--- config.mk ---
export PLATFORM = sky130hd
export DESIGN_NAME = rap_front
export DESIGN_NICKNAME = d
export VERILOG_FILES = /design/src/rtl/rap_pkg.sv /design/src/rtl/rap_front.sv
export SDC_FILE = /design/constraint.sdc
export NUM_CORES = 1
export LEC_CHECK = 0
export ABC_CLOCK_PERIOD_IN_PS = 3800
export BUFFER_PORTS_ARGS = -buffer_cell sky130_fd_sc_hd__buf_4
export CELL_PAD_IN_SITES_DETAIL_PLACEMENT = 1
export CELL_PAD_IN_SITES_GLOBAL_PLACEMENT = 1
export CORE_MARGIN = 4
export CORE_UTILIZATION = 44
export DETAILED_ROUTE_END_ITERATION = 10
export PLACE_DENSITY_LB_ADDON = 0.1
export SLEW_MARGIN = 20
export SYNTH_ARGS = -nofsm -noshare
export SYNTH_HDL_FRONTEND = slang
export SYNTH_SLANG_ARGS = --single-unit
export TNS_END_PERCENT = 50
--- constraint.sdc ---
create_clock -name clk -period 3.8 [get_ports clk]
set_input_delay 0.76 -clock clk [delete_from_list [all_inputs] [get_ports clk]]
set_output_delay 0.76 -clock clk [all_outputs]
set_load 0.02 [all_outputs]
--- src/rtl/rap_pkg.sv ---
// shared types and constants of the rectangle atlas packer
// no dependencies
package rap_pkg;

	localparam int ID_W   = 32;
	localparam int DIM_W  = 11;
	localparam int PROD_W = 2 * DIM_W;
	localparam int AREA_W = 27;
	localparam int SW_W   = 14;
	localparam int SH_W   = 15;
	localparam int PX_W   = 13;
	localparam int PY_W   = 14;

	localparam int MAX_RECTS_DEF = 64;
	localparam int FIFO_DEPTH    = 4;

	localparam logic [SW_W-1:0]   START_WIDTH = 14'd128;
	localparam logic [SW_W-1:0]   WIDTH_CAP   = 14'd8192;
	localparam logic [AREA_W-1:0] AREA_MAX    = {AREA_W{1'b1}};

	typedef struct packed {
		logic [ID_W-1:0]   id;
		logic [DIM_W-1:0]  w;
		logic [DIM_W-1:0]  h;
		logic              last;
		logic [PROD_W-1:0] prod;
	} item_t;

endpackage

--- src/rtl/rap_front.sv ---
// front end: input beat register with area product
// depends on rap_pkg
module rap_front import rap_pkg::*; (
	input  logic        clk,
	input  logic        arst_n,
	input  logic        in_valid,
	output logic        in_ready,
	input  logic [ID_W-1:0]  in_id,
	input  logic [DIM_W-1:0] in_w,
	input  logic [DIM_W-1:0] in_h,
	input  logic        in_last,
	input  logic        q_full,
	output logic        push,
	output item_t       push_item
);

	logic  v_s1;
	item_t item_s1;

	assign push      = v_s1 && !q_full;
	assign in_ready  = !v_s1 || !q_full;
	assign push_item = item_s1;

	always_ff @(posedge clk or negedge arst_n) begin
		if (!arst_n) begin
			v_s1 <= 1'b0;
		end else begin
			if (in_valid && in_ready)
				v_s1 <= 1'b1;
			else if (push)
				v_s1 <= 1'b0;
		end
	end

	always_ff @(posedge clk) begin
		if (in_valid && in_ready) begin
			item_s1.id   <= in_id;
			item_s1.w    <= in_w;
			item_s1.h    <= in_h;
			item_s1.last <= in_last;
			item_s1.prod <= in_w * in_h;
		end
	end

endmodule

* After elaboration in Yosys (flattened, before gate mapping)
Cells that the tools add are included.
** Operators by class
- $mul :: 1
- Reduce and logical (&&, ||, !) cells :: 6
- Muxes and demuxes :: 2
** Operators by type and width (count)
- multiplier 11 x 11 -> 22 bit :: 1
- logical AND 1 bit :: 2
- logical NOT 1 bit :: 2
- 2-to-1 mux 1 bit :: 2
- nonzero test 2 bit :: 1
- logical OR 1 bit :: 1
** Storage, ports and cells
- Word-level logic and storage cells :: 15
- Output and inout port bits :: 79
- Input bits :: 59
- Bits in registers :: 78

* Longest topological paths before layout
- Depth after elaboration :: 4
- Depth in mapped cells :: 19
- Depth with buffers taken out :: 18

* Least setup slack after synthesis
OpenSTA, ideal clock, no wires.
- Path kind :: input-to-reg
- From :: in in_h[2]
- To :: reg item_s1, in the netlist push_item[21] (data pin)
- Stages :: 19
- Slack :: -1.435 ns
- Data required time :: 3.538 ns
- Arrival time :: 4.972 ns
- Cells stage by stage :: clkbuf_1 > nand2_1 > fa_1 > inv_1 > fa_1 > inv_1 > fa_1 > inv_1 > fa_1 > inv_1 > fa_1 > inv_1 > ha_1 > nand2_1 > nand2_1 > o211ai_1 > a211oi_1 > mux2i_1 > nand3_1
** On the way
- Word-level cells in the longest chain between the ends :: 1
** Ends and longest elaborated chain
- start, declared :: RTL line rap_front.sv:10 : input logic [DIM_W-1:0] in_h,
- multiplier 11 x 11 -> 22 bit :: RTL line rap_front.sv:41 : item_s1.prod <= in_w * in_h;
- end, declared :: RTL line rap_front.sv:18 : item_t item_s1;
No other way between the ends.
A chain may end at the register's enable or synchronous reset.

* Final worst setup path
- From :: in in_w[5]
- To :: reg item_s1, in the netlist push_item[18] (data pin)
** On the way
- Word-level cells in the longest chain between the ends :: 1
** Ends and longest elaborated chain
- start, declared :: RTL line rap_front.sv:9 : input logic [DIM_W-1:0] in_w,
- multiplier 11 x 11 -> 22 bit :: RTL line rap_front.sv:41
No other way between the ends.

==> flow_summary_export.csv <==
group,metric,value,unit
run_status,outcome,"finished with violations",
run_status,violations,"setup timing",
timing,maxSlewHeadroom,71.09,%
timing,hold_viol,0,
layout,drive_above_1_share,37.42,%
logic_synthesis,synth-edff-count,77,
logic_synthesis,synth_common_cells,"107 x inv_1, 80 x fa_1, 77 x edfxtp_1",
layout,fillers,1530,
hold_path,hold_class,"input port to asynchronous set/reset pin",
worst_setup_path,cp-start-kind,"input port",
logic_synthesis,yosysTopAreaCell,"edfxtp_1",
layout,final-seq-area,2337,sq um
grt,antenna_found_initial,0,
layout,stdcell_count,991,
layout,finalNetCount,1001,
place,hpwl,13810,microns
detailed_routing,post_drt_via_cell_ratio,5.078,
grt,grt_pass1_vias,5664,
grt,grt_pass1_wl,28770,microns
die,die_y,130.0,microns
layout,antennaDiodeCount,0,
worst_setup_path,path_cells,"buf_8 > and2_4 > fa_1 > inv_2 > fa_1 > inv_1 > fa_1 > fa_1 > inv_1 > fa_1 > inv_2 > ha_4 > nand2_4 > or3_4 > buf_4 > o21bai_4 > a311o_1 > nor2_1",
detailed_routing,firstDrtPassIters,4,
layout,multi_input_area,3979,sq um
logic_synthesis,syn_inst,585,
detailed_routing,routedWlPerCell,19.33,microns
clock_tree,clk_latency,0.35,ns
power,power_frac_seq,16.7,%
layout,syn_to_final_growth,39.34,%
logic_synthesis,synth-warning-count,0,
clock_tree,ctsHoldBuffers,0,
logic_synthesis,yosysUniqueCellTypes,39,
die,die_w,130.0,microns
detailed_routing,drt_iter0_markers,199,
detailed_routing,wirelength,19160,microns
die,initial_core_util,45.08,%
timing,fmax,196.5,MHz
timing,period_share,133.9,%
timing,rsz0062_at_grt,"yes",
logic_synthesis,async_reset_ff_share,1.282,%
clock_tree,cts.sinks,78,
power,p_int,4444,uW
detailed_routing,drc_errors,0,
worst_setup_path,worstSetupPathType,"input port to register",
die,boundaryPins,138,
worst_setup_path,cp_slowest_stage_delay,0.55,ns
worst_setup_path,crit_path_end_kind,"register",
detailed_routing,drt.antenna.violating_nets,0,
timing,setup_ws,-1.289,ns
layout,utilization,62.81,%
clock_tree,clkTransAtPathRegs,0.06,ns
place,globalplace.congestion,0.8719,
place,io_buffers,137,
power,power_switching,3106,uW
clock_tree,cts_tree,"done",
logic_synthesis,syn_area_per_cell,11.20,sq um
power,p_leak,0.004361,uW
detailed_routing,vias,5032,
power,power_frac_comb,69.9,%
clock_tree,cts-buffers-inserted,9,
timing,setup_viol,16,
grt,grt_max_degree,33,
layout,stdcell_area,9129,sq um
worst_setup_path,crit_required,4.01,ns
worst_setup_path,worstPathArrival,5.30,ns
worst_setup_path,cp_slowest_cell,"fa_1",
timing,worst_pin_slew,0.4336,ns
place,placedCellCount,957,
clock_tree,cts_buffer_depth,2,
logic_synthesis,ys_top_cells_by_area,"edfxtp_1 35%, fa_1 24%, ha_1 11%",
clock_tree,ctsRootBufferMaster,"clkbuf_16",
die,placement_rows,44,
power,p_per_area,827.1,nW/um^2
flow_run,maxCapViolations,0,
place,dpl_cell_area,8327,sq um
logic_synthesis,synth_ff_type,"edfxtp_1",
die,coreArea,14530,sq um
power,ir_worst_vdd,0.4847,mV
clock_tree,cts_max_level,3,
worst_setup_path,cp_max_fo,4,
power,clockPowerShare,13.3,%
logic_synthesis,synth.most_common_cell,"inv_1",
power,p_sw_share,41.14,%
timing,drv_slew,0,
die,dieArea,16910,sq um
worst_setup_path,rr_worst_depth,3,
worst_setup_path,cpMostUsedCell,"fa_1",
logic_synthesis,synth_top_area_share,35.29,%
timing,skew,0.006952,ns
logic_synthesis,ys_seq_elements,78,
timing,fin_crit,5.089,ns
grt,grt_use_total,22.47,%
logic_synthesis,ys_seq_area_share,35.68,%
logic_synthesis,synth_nets,784,
grt,grt_overflow,0,
logic_synthesis,synth_area,6551,sq um
## routing by layer
metal  global-route usage [%]  share of wire (%)  vias to the layer above
li1                         -                  -                     2287
met1                    24.67                 36                     2583
met2                    42.64                 58                      119
met3                    3.643                3.3                       43
met4                    9.413                3.1                        0
met5                        0                  0                        -
## flip-flops by register name, indices dropped and copies added (netlist names)
register and cells:
push_item 77, v_s1 1
## worst max-delay path, delay by kind of cell
family	cells	cell delay, ns
adders and majority gates	6	2.85
and+or+nand+nor	4	0.66
AOI/OAI and AO/OA	2	0.56
buffers and inverters	6	0.47
## repair_timing
item                                    CTS  global route
gates cloned                              1             0
gates resized for setup                  38            29
pin swaps                                16            18
setup buffers                            10             7
endpoints found under the setup margin   16            16
## area by class of cell
type	instances	share of cell area, %
clock inverter	6	1.192
inverter	107	4.400
tap	184	2.522
clock buffer	10	2.508
multi-input combinational	375	43.59
sequential	78	25.60
timing repair buffer	231	20.19
## through the flow
stage          hold WS (ns)  setup TNS (ns)  worst slack (ns)  power (uW)
3_5_place_dp         0.5374          -21.48            -1.697        5550
4_1_cts              0.1673          -13.91            -1.200        7158
5_1_grt              0.1646          -17.49            -1.449        8086
6_report             0.1771          -15.08            -1.289        7550
3_3_place_gp         0.4991          -19.96            -1.560        5379
2_1_floorplan        0.4644          -15.82            -1.293        3952
## cells in the final DEF, fill, tap and decap left out, drive strengths merged, types with 2 or more instances in the layout
cell type / count
a211oi: 4
a21o: 8
a21oi: 21
a31oi: 2
and2: 63
buf: 230
bufinv: 3
clkbuf: 10
clkinv: 2
edfxtp: 77
fa: 80
ha: 60
inv: 108
mux2i: 2
nand2: 73
nand2b: 5
nand3: 7
nor2: 8
nor2b: 5
nor3: 2
o211ai: 3
o21ai: 5
o21bai: 3
xnor2: 10
xor2: 6
## power groups by stage
stage | sequential [uW] | combinational [uW] | clock, uW
after global placement | 1280 | 4100 | 0
after global routing | 1270 | 5760 | 1060
after floorplan | 1440 | 2510 | 0
after detailed placement | 1280 | 4270 | 0
final | 1260 | 5280 | 1000
after CTS | 1270 | 4870 | 1020
## final timing paths
kind                               from       endpoint  slack [ns]
max in group asynchronous        arst_n           v_s1        3.54
worst min-delay path             arst_n           v_s1        0.18
min in group clk                   v_s1           v_s1        0.55
worst min register to register     v_s1           v_s1        0.55
worst max-delay path            in_w[5]  push_item[18]       -1.29
worst max register to register     v_s1  push_item[70]        2.10
## cells by family (layout without fill, tap and decap cells)
group / Yosys count / after routing / synth area share [%]
flops: 78 / 78 / 35.68
compound gates: 51 / 51 / 5.443
mux: 2 / 2 / 0.3056
buf+inv: 132 / 354 / 7.735
simple gates: 166 / 166 / 12.80
fa+ha+maj: 140 / 140 / 35.91
xor+xnor: 16 / 16 / 2.139
(Power assumes the default switching activity.)
