==> src/rtl/rap_pkg.sv <==
// shared types and constants of the rectangle atlas packer
// no dependencies
package rap_pkg;

	localparam int ID_W   = 32;
	localparam int DIM_W  = 11;
	localparam int PROD_W = 2 * DIM_W;
	localparam int AREA_W = 27;
	localparam int SW_W   = 14;
	localparam int SH_W   = 15;
	localparam int PX_W   = 13;
	localparam int PY_W   = 14;

	localparam int MAX_RECTS_DEF = 64;
	localparam int FIFO_DEPTH    = 4;

	localparam logic [SW_W-1:0]   START_WIDTH = 14'd128;
	localparam logic [SW_W-1:0]   WIDTH_CAP   = 14'd8192;
	localparam logic [AREA_W-1:0] AREA_MAX    = {AREA_W{1'b1}};

	typedef struct packed {
		logic [ID_W-1:0]   id;
		logic [DIM_W-1:0]  w;
		logic [DIM_W-1:0]  h;
		logic              last;
		logic [PROD_W-1:0] prod;
	} item_t;

endpackage

==> src/rtl/rap_fifo.sv <==
// short item queue between front and back
// depends on rap_pkg
module rap_fifo import rap_pkg::*; (
	input  logic  clk,
	input  logic  arst_n,
	input  logic  push,
	input  item_t push_item,
	output logic  full,
	input  logic  pop,
	output logic  empty,
	output item_t head
);

	localparam int PW = $clog2(FIFO_DEPTH);
	localparam int CW = $clog2(FIFO_DEPTH + 1);

	item_t          mem_q [FIFO_DEPTH];
	logic [PW-1:0]  wp_q, rp_q;
	logic [CW-1:0]  cnt_q;

	assign full  = (cnt_q == CW'(FIFO_DEPTH));
	assign empty = (cnt_q == '0);
	assign head  = mem_q[rp_q];

	always_ff @(posedge clk) begin
		if (push)
			mem_q[wp_q] <= push_item;
	end

	always_ff @(posedge clk or negedge arst_n) begin
		if (!arst_n) begin
			wp_q  <= '0;
			rp_q  <= '0;
			cnt_q <= '0;
		end else begin
			if (push)
				wp_q <= (wp_q == PW'(FIFO_DEPTH - 1)) ? '0 : wp_q + 1'b1;
			if (pop)
				rp_q <= (rp_q == PW'(FIFO_DEPTH - 1)) ? '0 : rp_q + 1'b1;
			if (push && !pop)
				cnt_q <= cnt_q + 1'b1;
			else if (pop && !push)
				cnt_q <= cnt_q - 1'b1;
		end
	end

endmodule

==> config.mk <==
export PLATFORM = sky130hd
export DESIGN_NAME = rap_fifo
export DESIGN_NICKNAME = d
export VERILOG_FILES = /design/src/rtl/rap_pkg.sv /design/src/rtl/rap_fifo.sv
export SDC_FILE = /design/constraint.sdc
export NUM_CORES = 1
export LEC_CHECK = 0
export BUFFER_PORTS_ARGS = -buffer_cell sky130_fd_sc_hd__buf_4
export CORE_MARGIN = 1
export CORE_UTILIZATION = 55
export CTS_BUF_LIST = sky130_fd_sc_hd__clkbuf_16
export CTS_CLUSTER_DIAMETER = 200
export DETAILED_ROUTE_END_ITERATION = 6
export PLACE_DENSITY = 0.75
export SLEW_MARGIN = 20
export SYNTH_ARGS = -nofsm -noshare
export SYNTH_HDL_FRONTEND = slang
export SYNTH_SLANG_ARGS = --single-unit
export TNS_END_PERCENT = 1
==> constraint.sdc <==
create_clock -name clk -period 7.4 [get_ports clk]
set_input_delay 0.74 -clock clk [delete_from_list [all_inputs] [get_ports clk]]
set_output_delay 0.74 -clock clk [all_outputs]
set_load 0.01 [all_outputs]
**After elaboration in Yosys (flattened, before gate mapping)**

Memory sizes are Yosys's and may differ from the RTL's.
Cells that the tools add are included.

- $add $sub $neg: 4
- Multipliers: 0
- Div/mod/pow operators: 0
- Magnitude comparators: 0
- Eq/ne operators: 3
- Shift operators: 0
- Muxes and demuxes: 6
- Bitwise operators: 0
- Reductions and logical operators: 6

Operators by type and width:

| operator | count |
|---|---|
| 2-to-1 mux 3 bit | 2 |
| adder 2 x 1 -> 2 bit (second input constant) | 2 |
| == test 2 bit (second input constant) | 2 |
| 2-to-1 mux 2 bit | 2 |
| adder 3 x 1 -> 3 bit (second input constant) | 1 |
| == test 3 bit (second input constant) | 1 |
| zero test 3 bit | 1 |
| subtractor 3 x 1 -> 3 bit (second input constant) | 1 |
| logical AND 1 bit | 2 |
| zero test 1 bit | 2 |
| 2-to-1 mux 1 bit | 2 |
| nonzero test 2 bit | 1 |

- Flip-flop bits (word level): 7
- Bits in latches: 0
- Bits in writable memories: 308
- Bits in read-only memories: 0
- Input port bits: 81
- Word-level logic and storage cells: 23
- Memories: 1

Memories:

| memory | words | width | rd ports | clocked after memory_dff | write ports | line | text |
|---|---|---|---|---|---|---|---|
| mem_q | 4 | 77 | 1 | 0 | 1 | rap_fifo.sv:17 | `item_t mem_q [FIFO_DEPTH];` |

**Depth between registers and ports, before layout**

Gate-level depths: netlist of run 1.

- Depth in word-level cells: 4
- Depth in mapped cells: 7
- Depth with buffers taken out: 7

**Worst setup path after synthesis of run 1**

OpenSTA, ideal clock, no wires.

- Kind: input to register
- Start point: in push
- End point: mem mem_q[0][0] (netlist bit) (enable)
- Library setup time: 0.443 ns
- Data arrival time: 2.536 ns
- Required time: 6.957 ns
- Slack: 4.420 ns
- Stages on the path: 1
- Path through: and2_1

- Cells in the longest elaborated chain, start to end: 2

RTL lines:

| item | line | text |
|---|---|---|
| from (decl) | rap_fifo.sv:6 | `input logic push,` |
| 2-to-1 mux 1 bit | rap_fifo.sv:26 | `if (push)` |
| 2-to-1 mux 1 bit (not written as such) | rap_fifo.sv:27 | `mem_q[wp_q] <= push_item;` |
| to (decl) | rap_fifo.sv:17 |  |

Every way passes these cells.

==> qor.txt, run 1 <==
outcome = complete, no violations
area of the multi-input gates = 1970 sq um
vias per std cell = 5.61
Most used DFF post-synth = edfxtp_1
CP Max Fanout = 30
final max-slew violation count = 0
# hold bufs at CTS = 1
largest net degree at the start of global routing = 59
Arr. time, crit path = 2950 ps
Final Hold Viols = 0
Final WS setup = 3710 ps
reg2reg setup slack = 5070 ps
fillers = 1,251
Max IR drop VDD = 0.228 mV
Initial Util = 56.6%
Storage cell area = 9430 sq um
layout cells sized above 1 = 45.7%
Post-synth ARST share = 2.22%
EDFF count, synth = 308
area leader, netlist = edfxtp_1
hold path cells = 1
postcts setup bufs = 0
Avg WL per Cell = 22.0 um
GP Congestion = 0.709
crit start category = register
RSZ-0062 raised after global routing = no
Sw Pwr = 1480 uW
P_leak = 0.00486 uW
Yosys reg bits = 315
Reg power frac = 44.6%
die extent in x = 147 um
DP Wirelength = 12,100 um
Synth cell types = 20
worst-case reg-to-reg path depth = 4
# setup viols final = 0
die area = 21,500 sq um
Util after Layout = 68.9%
Post-Place Setup Slack = 4150 ps
power per cell area = 392 nW/um^2
via count = 5,150
Clock transition at path regs = 60 ps
worst clock skew = 24.9 ps
global-route usage over all layers = 19.2%
setup tns final = 0 ps
synthesized instance count = 440
# IOs = 160
Setup crit end kind = output port
synthesized area = 11,500 sq um
DRC viols = 0
Syn Area/Cell = 26.2 sq um
PostCTS Resize Cnt = 0
Worst Tran Pin Value = 870 ps
Clock Tree Buf Depth = 3
area share of the largest cell type after synthesis = 80.2%
Detailed Route Iter0 Violations = 354
GR peak layer = met2
CTS Root Cell = clkbuf_16
WL final = 20,200 um
P_int = 4020 uW
Max Clk Rate = 0.271 GHz
Synth warnings = 0
Global Route met3 Usage = 4.38%
CTS tree = done
Pre-antenna DRT Iters = 6
sequential share of the synthesized area = 81.7%
met2 usage = 33.6%
die height = 147 um
Gate power share = 27.9%
overflow left after global routing = 0
WP data required = 6660 ps
Clk network pwr share = 27.5%
Rel. slew slack = 42.0%
# clock sinks = 315
first-pass GRT wire length = 31,300 um
minimum clock period = 3690 ps
period utilization = 49.9%
fin nets = 710
CP Class = register to output port
worst hold path class = input port to register
IO Port Bufs = 159
row cnt = 52
Antenna Violating Nets Remaining = 0
H-Tree Depth = 1
initial antenna violation count = 0
vias in the first global route = 5,564
Num CTS Buffers = 31
maxcap violations = 0
switching share of power = 26.9%
Core Area = 20,400 sq um
Mapped Nets = 528
synth top area cells = edfxtp_1 80%, mux4_2 15%, dfrtp_1 1.5%, ha_1 0.65%, buf_12 0.35%
M1 GR Usage = 24.7%
Clk Latency, worst-skew pair = 550 ps
P&R area growth vs syn = 21.7%
[synthesized netlist by cell type (all sizes together) (2+ instances only)]
library cell  number
xor2               2
edfxtp           308
o21ai              2
dfrtp              7
nor2               3
clkbuf             4
mux2               3
ha                 6
nand2              2
and2               4
mux4              77
buf               14
inv                4
[worst max-delay path, cell delays in order (launching register included)]
cell	delay, ps
dfrtp_4	750
buf_4	600
buf_12	310
mux4_2	550
buf_4	160
[logic make-up after synthesis]
| logic type | Yosys count | share of synthesized area, % |
|---|---|---|
| multiplexers | 80 | 15.3 |
| XOR/XNOR | 3 | 0.228 |
| buffers and inverters | 22 | 1.29 |
| adder cells (fa/ha/maj) | 7 | 0.825 |
| AO/OA/AOI/OAI | 2 | 0.0868 |
| AND/OR/NAND/NOR | 11 | 0.488 |
| flip-flops | 315 | 81.7 |
[path summary, 6_finish.rpt]
kind	endpoint	start
hold / removal	mem_q[2][45]	push_item[45]
min in group asynchronous	cnt_q[0]	arst_n
hold reg to reg	cnt_q[2]	cnt_q[2]
max in group asynchronous	rp_q[1]	arst_n
setup / recovery	head[47]	rp_q[0]
setup reg to reg	rp_q[1]	rp_q[0]
[area by class of cell]
class | count | area share (%)
flip-flops and latches | 315 | 67.2
diodes | 1 | 0.0178
multi-input cells | 103 | 14.0
clock inverters | 27 | 1.60
clock buffers | 31 | 5.53
well taps | 270 | 2.41
inverters | 4 | 0.107
repair buffers | 167 | 9.13
[per-stage QoR]
step	cells	instance area, sq um	hold WS (ps)	total power [uW]
floorplan	440	11500	444	3400
global route	917	14000	363	5740
CTS	917	14000	365	5580
global placement	856	13000	470	4010
detailed placement	858	13000	506	4060
finish	918	14000	386	5500
[cells in the final DEF (no fill, tap or decap), types with 4 or more instances in the layout]
| cell | instances |
|---|---|
| edfxtp_1 | 308 |
| buf_4 | 164 |
| mux4_2 | 77 |
| clkbuf_16 | 31 |
| inv_1 | 12 |
| clkinv_2 | 7 |
| ha_1 | 6 |
| clkinv_1 | 6 |
| dfrtp_1 | 5 |
| and2_4 | 4 |
| bufinv_16 | 4 |
[state kept, by name, summed over array words and instances, names as in the netlist]
name / flops
rp_q: 2
cnt_q: 3
mem_q: 308
wp_q: 2
[layer usage]
layer / wire length, um / share of wire, % / up-vias
li1: - / - / 2248
met2: 10600 / 52 / 162
met4: 315 / 1.6 / 0
met1: 7930 / 39 / 2708
met3: 1350 / 6.7 / 32
met5: 0 / 0 / -
[power by group through the flow]
stage	Sequential (uW)	Clock [uW]	Combinational, uW
2_1_floorplan	2390	0	1010
3_3_place_gp	2520	0	1490
3_5_place_dp	2500	0	1560
4_1_cts	2460	1540	1570
5_1_grt	2490	1610	1640
6_report	2450	1510	1530
(Power assumes the default switching activity.)
==> run 2, diff against run 1 <==
==> constraint.sdc (replaced) <==
create_clock -name clk -period 3.75 [get_ports clk]
set_input_delay 0.375 -clock clk [delete_from_list [all_inputs] [get_ports clk]]
set_output_delay 0.375 -clock clk [all_outputs]
set_load 0.01 [all_outputs]
==> qor.txt, run 2 (synthesis gave the netlist of run 1 again) <==
outcome = complete, no violations
Rel. slew slack = 36.0% (-6.1 points)
power per cell area = 769 nW/um^2 (+96%)
Max Clk Rate = 0.341 GHz
fillers = 1,241 (-0.80%)
layout cells sized above 1 = 46.0% (+0.25 points)
first-pass GRT wire length = 31,200 um (-0.27%)
row cnt = 52 (unchanged)
maxcap violations = 0 (unchanged)
Clock Tree Buf Depth = 3 (unchanged)
vias per std cell = 5.53 (-1.4%)
largest net degree at the start of global routing = 63 (+6.8%)
initial antenna violation count = 1 (+1)
Detailed Route Iter0 Violations = 433 (+22%)
WL final = 20,000 um (-0.76%)
Final WS setup = 819 ps (-2890 ps)
switching share of power = 27.0% (+0.079 points)
via count = 5,094 (-1.1%)
die area = 21,500 sq um (unchanged)
global-route usage over all layers = 19.2% (-0.070 points)
Clock transition at path regs = 60 ps (about the same)
Final Hold Viols = 0 (unchanged)
period utilization = 78.2%
Top reg by flops = mem_q
# setup viols final = 0 (unchanged)
P_leak = 0.00486 uW (about the same)
CP Class = register to output port
# clock sinks = 315 (unchanged)
die height = 147 um (unchanged)
Avg WL per Cell = 21.8 um (-1.1%)
P_int = 7870 uW (+96%)
dpl cells = 862 (+0.47%)
# IOs = 160 (unchanged)
Initial Util = 56.6% (unchanged)
H-Tree Depth = 1 (unchanged)
fin nets = 714 (+0.56%)
Sw Pwr = 2920 uW (+97%)
DP Wirelength = 12,100 um (-0.61%)
IO Port Bufs = 159 (unchanged)
biggest regs = mem_q (308), cnt_q (3)
overflow left after global routing = 0 (unchanged)
Post-Place Setup Slack = 1290 ps (-2860 ps)
Setup crit end kind = output port
Arr. time, crit path = 2560 ps (-390 ps)
Final Non-Filler Cells = 921 (+0.33%)
most frequent cells in the layout = 308 x edfxtp_1, 168 x buf_4, 77 x mux4_2
die extent in x = 147 um (unchanged)
worst hold path class = input port to register
Pre-antenna DRT Iters = 4 (-2)
crit start category = register
most common cell after layout, fill and taps aside = edfxtp_1
setup tns final = 0 ps (unchanged)
Clk Latency, worst-skew pair = 530 ps (-20 ps)
final max-slew violation count = 0 (unchanged)
Core Area = 20,400 sq um (unchanged)
Clk network pwr share = 26.8% (-0.7 points)
P&R area growth vs syn = 21.8% (about the same)
GP Congestion = 0.718 (+1.3%)
worst clock skew = 6.49 ps (-18.4 ps)
CTS Root Cell = clkbuf_16
Max IR drop VDD = 0.531 mV (+130%)
RSZ-0062 raised after global routing = no
DRC viols = 0 (unchanged)
CP Max Fanout = 26 (-13%)
minimum clock period = 2930 ps
Num CTS Buffers = 31 (unchanged)
max reg flops = 308 (unchanged)
Worst Tran Pin Value = 961 ps (+90.8 ps)
CTS tree = done
Gate power share = 28.5% (+0.6 points)
WP data required = 3380 ps (-3280 ps)
vias in the first global route = 5,569 (+0.090%)
Reg power frac = 44.7% (about the same)
Antenna Violating Nets Remaining = 0 (unchanged)
-- run 2: layout make-up --
class	instances	area, sq um	area share, %
tap	270	338	2.41
clock buffer	31	776	5.53
inverter	4	15.0	0.107
sequential	315	9430	67.2
clock inverter	26	190	1.35
antenna	1	2.50	0.0178
multi-input combinational	103	1970	14.0
timing repair buffer	171	1320	9.39
-- run 2: final timing paths --
path | from | endpoint | slack, ps | cells past startpoint
setup / recovery | rp_q[0] | head[49] | 820 | 3
hold / removal | push_item[12] | mem_q[3][12] | 40 | 1
setup reg to reg | wp_q[0] | mem_q[0][42] | 1650 | 4
hold reg to reg | cnt_q[2] | cnt_q[2] | 530 | 1
max in group asynchronous | arst_n | rp_q[0] | 3410 | 2
min in group asynchronous | arst_n | rp_q[1] | 200 | 2
-- run 2: stage by stage --
step / util [%] / hold WS [ps] / cell area [sq um] / total power, uW
2_1_floorplan: - / 79.4 / 11500 / 6710
3_3_place_gp: 64.0 / 196 / 13000 / 7940
3_5_place_dp: 64.1 / 201 / 13100 / 8040
4_1_cts: 68.9 / 13.5 / 14000 / 10900
5_1_grt: 68.9 / 14.8 / 14000 / 11300
6_report: 68.9 / 40.1 / 14000 / 10800
-- run 2: repair_timing --
| item | CTS | global route |
|---|---|---|
| hold buffers | 1 | 0 |
| gates resized for setup | 0 | 0 |
| buffers inserted | 0 | 0 |
| setup endpoints to repair | 0 | 0 |
| hold endpoints to repair | 7 | 0 |
-- run 2: critical path, cell delays in order, from the launching register on --
cell and delay [ps]:
dfrtp_4 760, buf_4 510, mux4_2 580, buf_4 160
-- run 2: power groups by stage --
stage	Sequential [uW]	Combinational [uW]	Clock, uW
final	4820	3080	2890
after global routing	4890	3290	3080
after CTS	4840	3150	2950
after detailed placement	4910	3140	0
after global placement	4970	2970	0
after floorplan	4720	1990	0
-- run 2: layer usage --
layer	vias to the layer above	global-route usage [%]	wire [um]
met5	-	0	0
met4	0	4.48	285
met1	2669	25.6	8090
met3	20	4.38	1170
met2	146	32.4	10500
li1	2259	-	-
==> run 3, diff against run 2 <==
--- a/config.mk
+++ b/config.mk
@@ -5,13 +5,14 @@
 export SDC_FILE = /design/constraint.sdc
 export NUM_CORES = 1
 export LEC_CHECK = 0
+export ABC_AREA = 1
 export BUFFER_PORTS_ARGS = -buffer_cell sky130_fd_sc_hd__buf_4
 export CORE_MARGIN = 1
 export CORE_UTILIZATION = 55
 export CTS_BUF_LIST = sky130_fd_sc_hd__clkbuf_16
 export CTS_CLUSTER_DIAMETER = 200
 export DETAILED_ROUTE_END_ITERATION = 6
-export PLACE_DENSITY = 0.75
+export PLACE_DENSITY = 0.74
 export SLEW_MARGIN = 20
 export SYNTH_ARGS = -nofsm -noshare
 export SYNTH_HDL_FRONTEND = slang
==> constraint.sdc (replaced) <==
create_clock -name clk -period 2.75 [get_ports clk]
set_input_delay 0.275 -clock clk [delete_from_list [all_inputs] [get_ports clk]]
set_output_delay 0.275 -clock clk [all_outputs]
set_load 0.01 [all_outputs]
==> qor.txt, run 3 <==
outcome = complete, no violations
metal2 WL = 12,500 um (+19%)
minimum clock period = 2480 ps
hold_sp = push
DRC viols = 0 (unchanged)
Clk Latency, worst-skew pair = 500 ps (-30 ps)
Mapped Nets = 1,039 (+97%)
CP Max Fanout = 89 (+240%)
GP Congestion = 0.716 (-0.21%)
worst flop-to-flop path endpoint = mem_q[1][35]
worst-case reg-to-reg path depth = 5 (+1)
vias per std cell = 5.01 (-9.5%)
global-route usage over all layers = 21.1% (+1.9 points)
Avg WL per Cell = 16.3 um (-25%)
worst hold path class = input port to register
slowest cell on the critical path = dfrtp_1
Worst Tran Pin Value = 624 ps (-336 ps)
row cnt = 56 (+7.7%)
Clock Tree Buf Depth = 3 (unchanged)
Max IR drop VDD = 0.591 mV (+11%)
# clock sinks = 315 (unchanged)
crit-path cells = inv_8 > buf_4 > nand2_1 > o211ai_2 > nand2_1 > buf_4
maxcap violations = 0 (unchanged)
initial antenna violation count = 0 (-1)
Compound-Gate Fraction of Synth Area = 12.8% (+13 points)
setup tns final = 0 ps (unchanged)
EDFF count, synth = 308 (unchanged)
most common cell after layout, fill and taps aside = edfxtp_1
hold path cells = 2 (+1)
IO Port Bufs = 159 (unchanged)
Adder-Cell Fraction of Synth Area = 0.724% (-0.10 points)
# setup viols final = 0 (unchanged)
Num CTS Buffers = 34 (+9.7%)
Reg-to-Reg Start = wp_q[1]
layout cells sized above 1 = 27.8% (-18 points)
Max Clk Rate = 0.403 GHz
Max stage delay on crit path = 450 ps (-310 ps)
worst clock skew = 13.8 ps (+7.31 ps)
Initial Util = 56.0% (-0.65 points)
Post-synth ARST share = 2.22% (unchanged)
count leader, synth = edfxtp_1
top sig layer = met4
# IOs = 160 (unchanged)
Core Area = 23,500 sq um (+15%)
Most used DFF post-synth = edfxtp_1
CP Class = register to output port
DP Wirelength = 14,000 um (+16%)
via count = 7,694 (+51%)
Antenna Violating Nets Remaining = 0 (unchanged)
P&R area growth vs syn = 26.3%
Synth warnings = 0 (unchanged)
WP data required = 2480 ps (-900 ps)
WL final = 25,100 um (+25%)
die height = 157 um (+6.6%)
max reg flops = 308 (unchanged)
cell family with most CP delay = buffers and inverters
Synth cell types = 23 (+15%)
H-Tree Depth = 2 (+1)
postcts setup bufs = 0 (unchanged)
power per cell area = 1000 nW/um^2 (+30%)
Top reg by flops = mem_q
XOR/XNOR share of the synthesized area = 0.0667% (-0.16 points)
overflow left after global routing = 0 (unchanged)
area share of the largest cell type after synthesis = 70.4% (-9.8 points)
Final Hold Viols = 0 (unchanged)
RSZ-0062 raised after global routing = no
first-pass GRT wire length = 39,400 um (+26%)
fin nets = 1,283 (+80%)
Setup crit end kind = output port
reg2reg setup slack = 960 ps (-690 ps)
Util after Layout = 70.7% (+1.8 points)
crit start category = register
Rel. slew slack = 58.4% (+22 points)
Pre-antenna DRT Iters = 4 (unchanged)
die extent in x = 157 um (+6.6%)
P_leak = 0.00684 uW (+41%)
CP bufs+invs = 3 (+1)
post-synthesis mux area share = 0% (-15 points)
Commonest cells post-synth = 308 x edfxtp_1, 246 x nand2_1, 164 x inv_1
largest net degree at the start of global routing = 90 (+43%)
CTS Root Cell = clkbuf_16
# diodes = 0 (-1)
biggest regs = mem_q (308), cnt_q (3)
vias in the first global route = 7,748 (+39%)
Arr. time, crit path = 2210 ps (-350 ps)
synthesized area = 13,100 sq um (+14%)
die area = 24,500 sq um (+14%)
Syn Area/Cell = 13.8 sq um (-47%)
area leader, netlist = edfxtp_1
synth top area cells = edfxtp_1 70%, o211ai_2 9.5%, nand2_1 7.0%, inv_1 4.7%, o211ai_1 3.1%
final max-slew violation count = 0 (unchanged)
CTS tree = done
post-synthesis simple-gate area fraction = 7.25% (+6.8 points)
sequential share of the synthesized area = 71.7% (-10 points)
most frequent cells in the layout = 308 x edfxtp_1, 246 x nand2_1, 168 x buf_4
period utilization = 90.2%
Clock transition at path regs = 60 ps (about the same)
Worst Hold End = wp_q[1]
synthesized instance count = 951 (+120%)
met1 WL = 10,600 um (+31%)
Detailed Route Iter0 Violations = 344 (-21%)
largest family of logic cells by synthesized area = compound AO/OA/AOI/OAI gates
Yosys reg bits = 315 (unchanged)
WL met3 = 1430 um (+22%)
run 3: cell types whose count changed after synthesis, sizes merged, moves of 6 or more:
| cell | delta |
|---|---|
| inv | +163 |
| mux4 | -77 |
| nand2 | +244 |
| o211ai | +154 |
| buf | +27 |
| clkbuf | +6 |
run 3: worst reg2reg max path: cells and delay by family (launching register included):
| family | cells | cell delay, ps |
|---|---|---|
| buffers and inverters | 3 | 890 |
| flip-flops | 1 | 370 |
| AND/OR/NAND/NOR | 1 | 70 |
| adder cells (fa/ha/maj) | 1 | 180 |
run 3: how the worst max path moves through the flow:
stage	cells after the start	from	slack, ps	endpoint
6_report	6	rp_q[0]	270	head[43]
5_1_grt	6	rp_q[0]	150	head[43]
4_1_cts	6	rp_q[0]	250	head[2]
3_5_place_dp	6	rp_q[0]	800	head[2]
3_3_place_gp	6	rp_q[0]	850	head[17]
2_1_floorplan	4	wp_q[0]	170	mem_q[0][0]
run 3: timing repair:
action	in CTS	in global routing
gates resized for setup	0	0
hold endpoints to repair	317	0
hold buffers	79	0
run 3: cell type report:
cell class / instances / area, sq um
clock buffer: 35 / 876
clock inverter: 24 / 224
fill: 1555 / 6880
inverter: 167 / 642
multi-input combinational: 418 / 2730
sequential: 315 / 9430
tap: 319 / 399
timing repair buffer: 259 / 2290
run 3: cells by family after synthesis:
logic type      after synthesis
compound gates              158
simple gates                252
fa+ha+maj                     7
buf+inv                     218
xor+xnor                      1
flops                       315
run 3: stage by stage:
stage | area (sq um) | hold slack (ps) | total power, uW | setup slack [ps] | instances
final | 16600 | 42.2 | 16600 | 269 | 1537
after floorplan | 13100 | -20.6 | 10000 | 166 | 951
after CTS | 16600 | 25.1 | 16800 | 248 | 1537
after detailed placement | 14700 | 95.0 | 12200 | 796 | 1399
after global routing | 16600 | 44.6 | 17500 | 150 | 1537
after global placement | 14700 | 93.9 | 12100 | 846 | 1399
run 3: power breakdown:
part           switching, uW  total [uW]  internal, uW
Clock                   1750        4440          2690
Sequential               236        6400          6160
Combinational           3420        5800          2370
run 3: metal layers:
layer,global-route usage (%),vias up
met5,0,-
met4,7.66,0
met3,4.68,45
met2,36.6,195
met1,26.0,3657
li1,-,3797
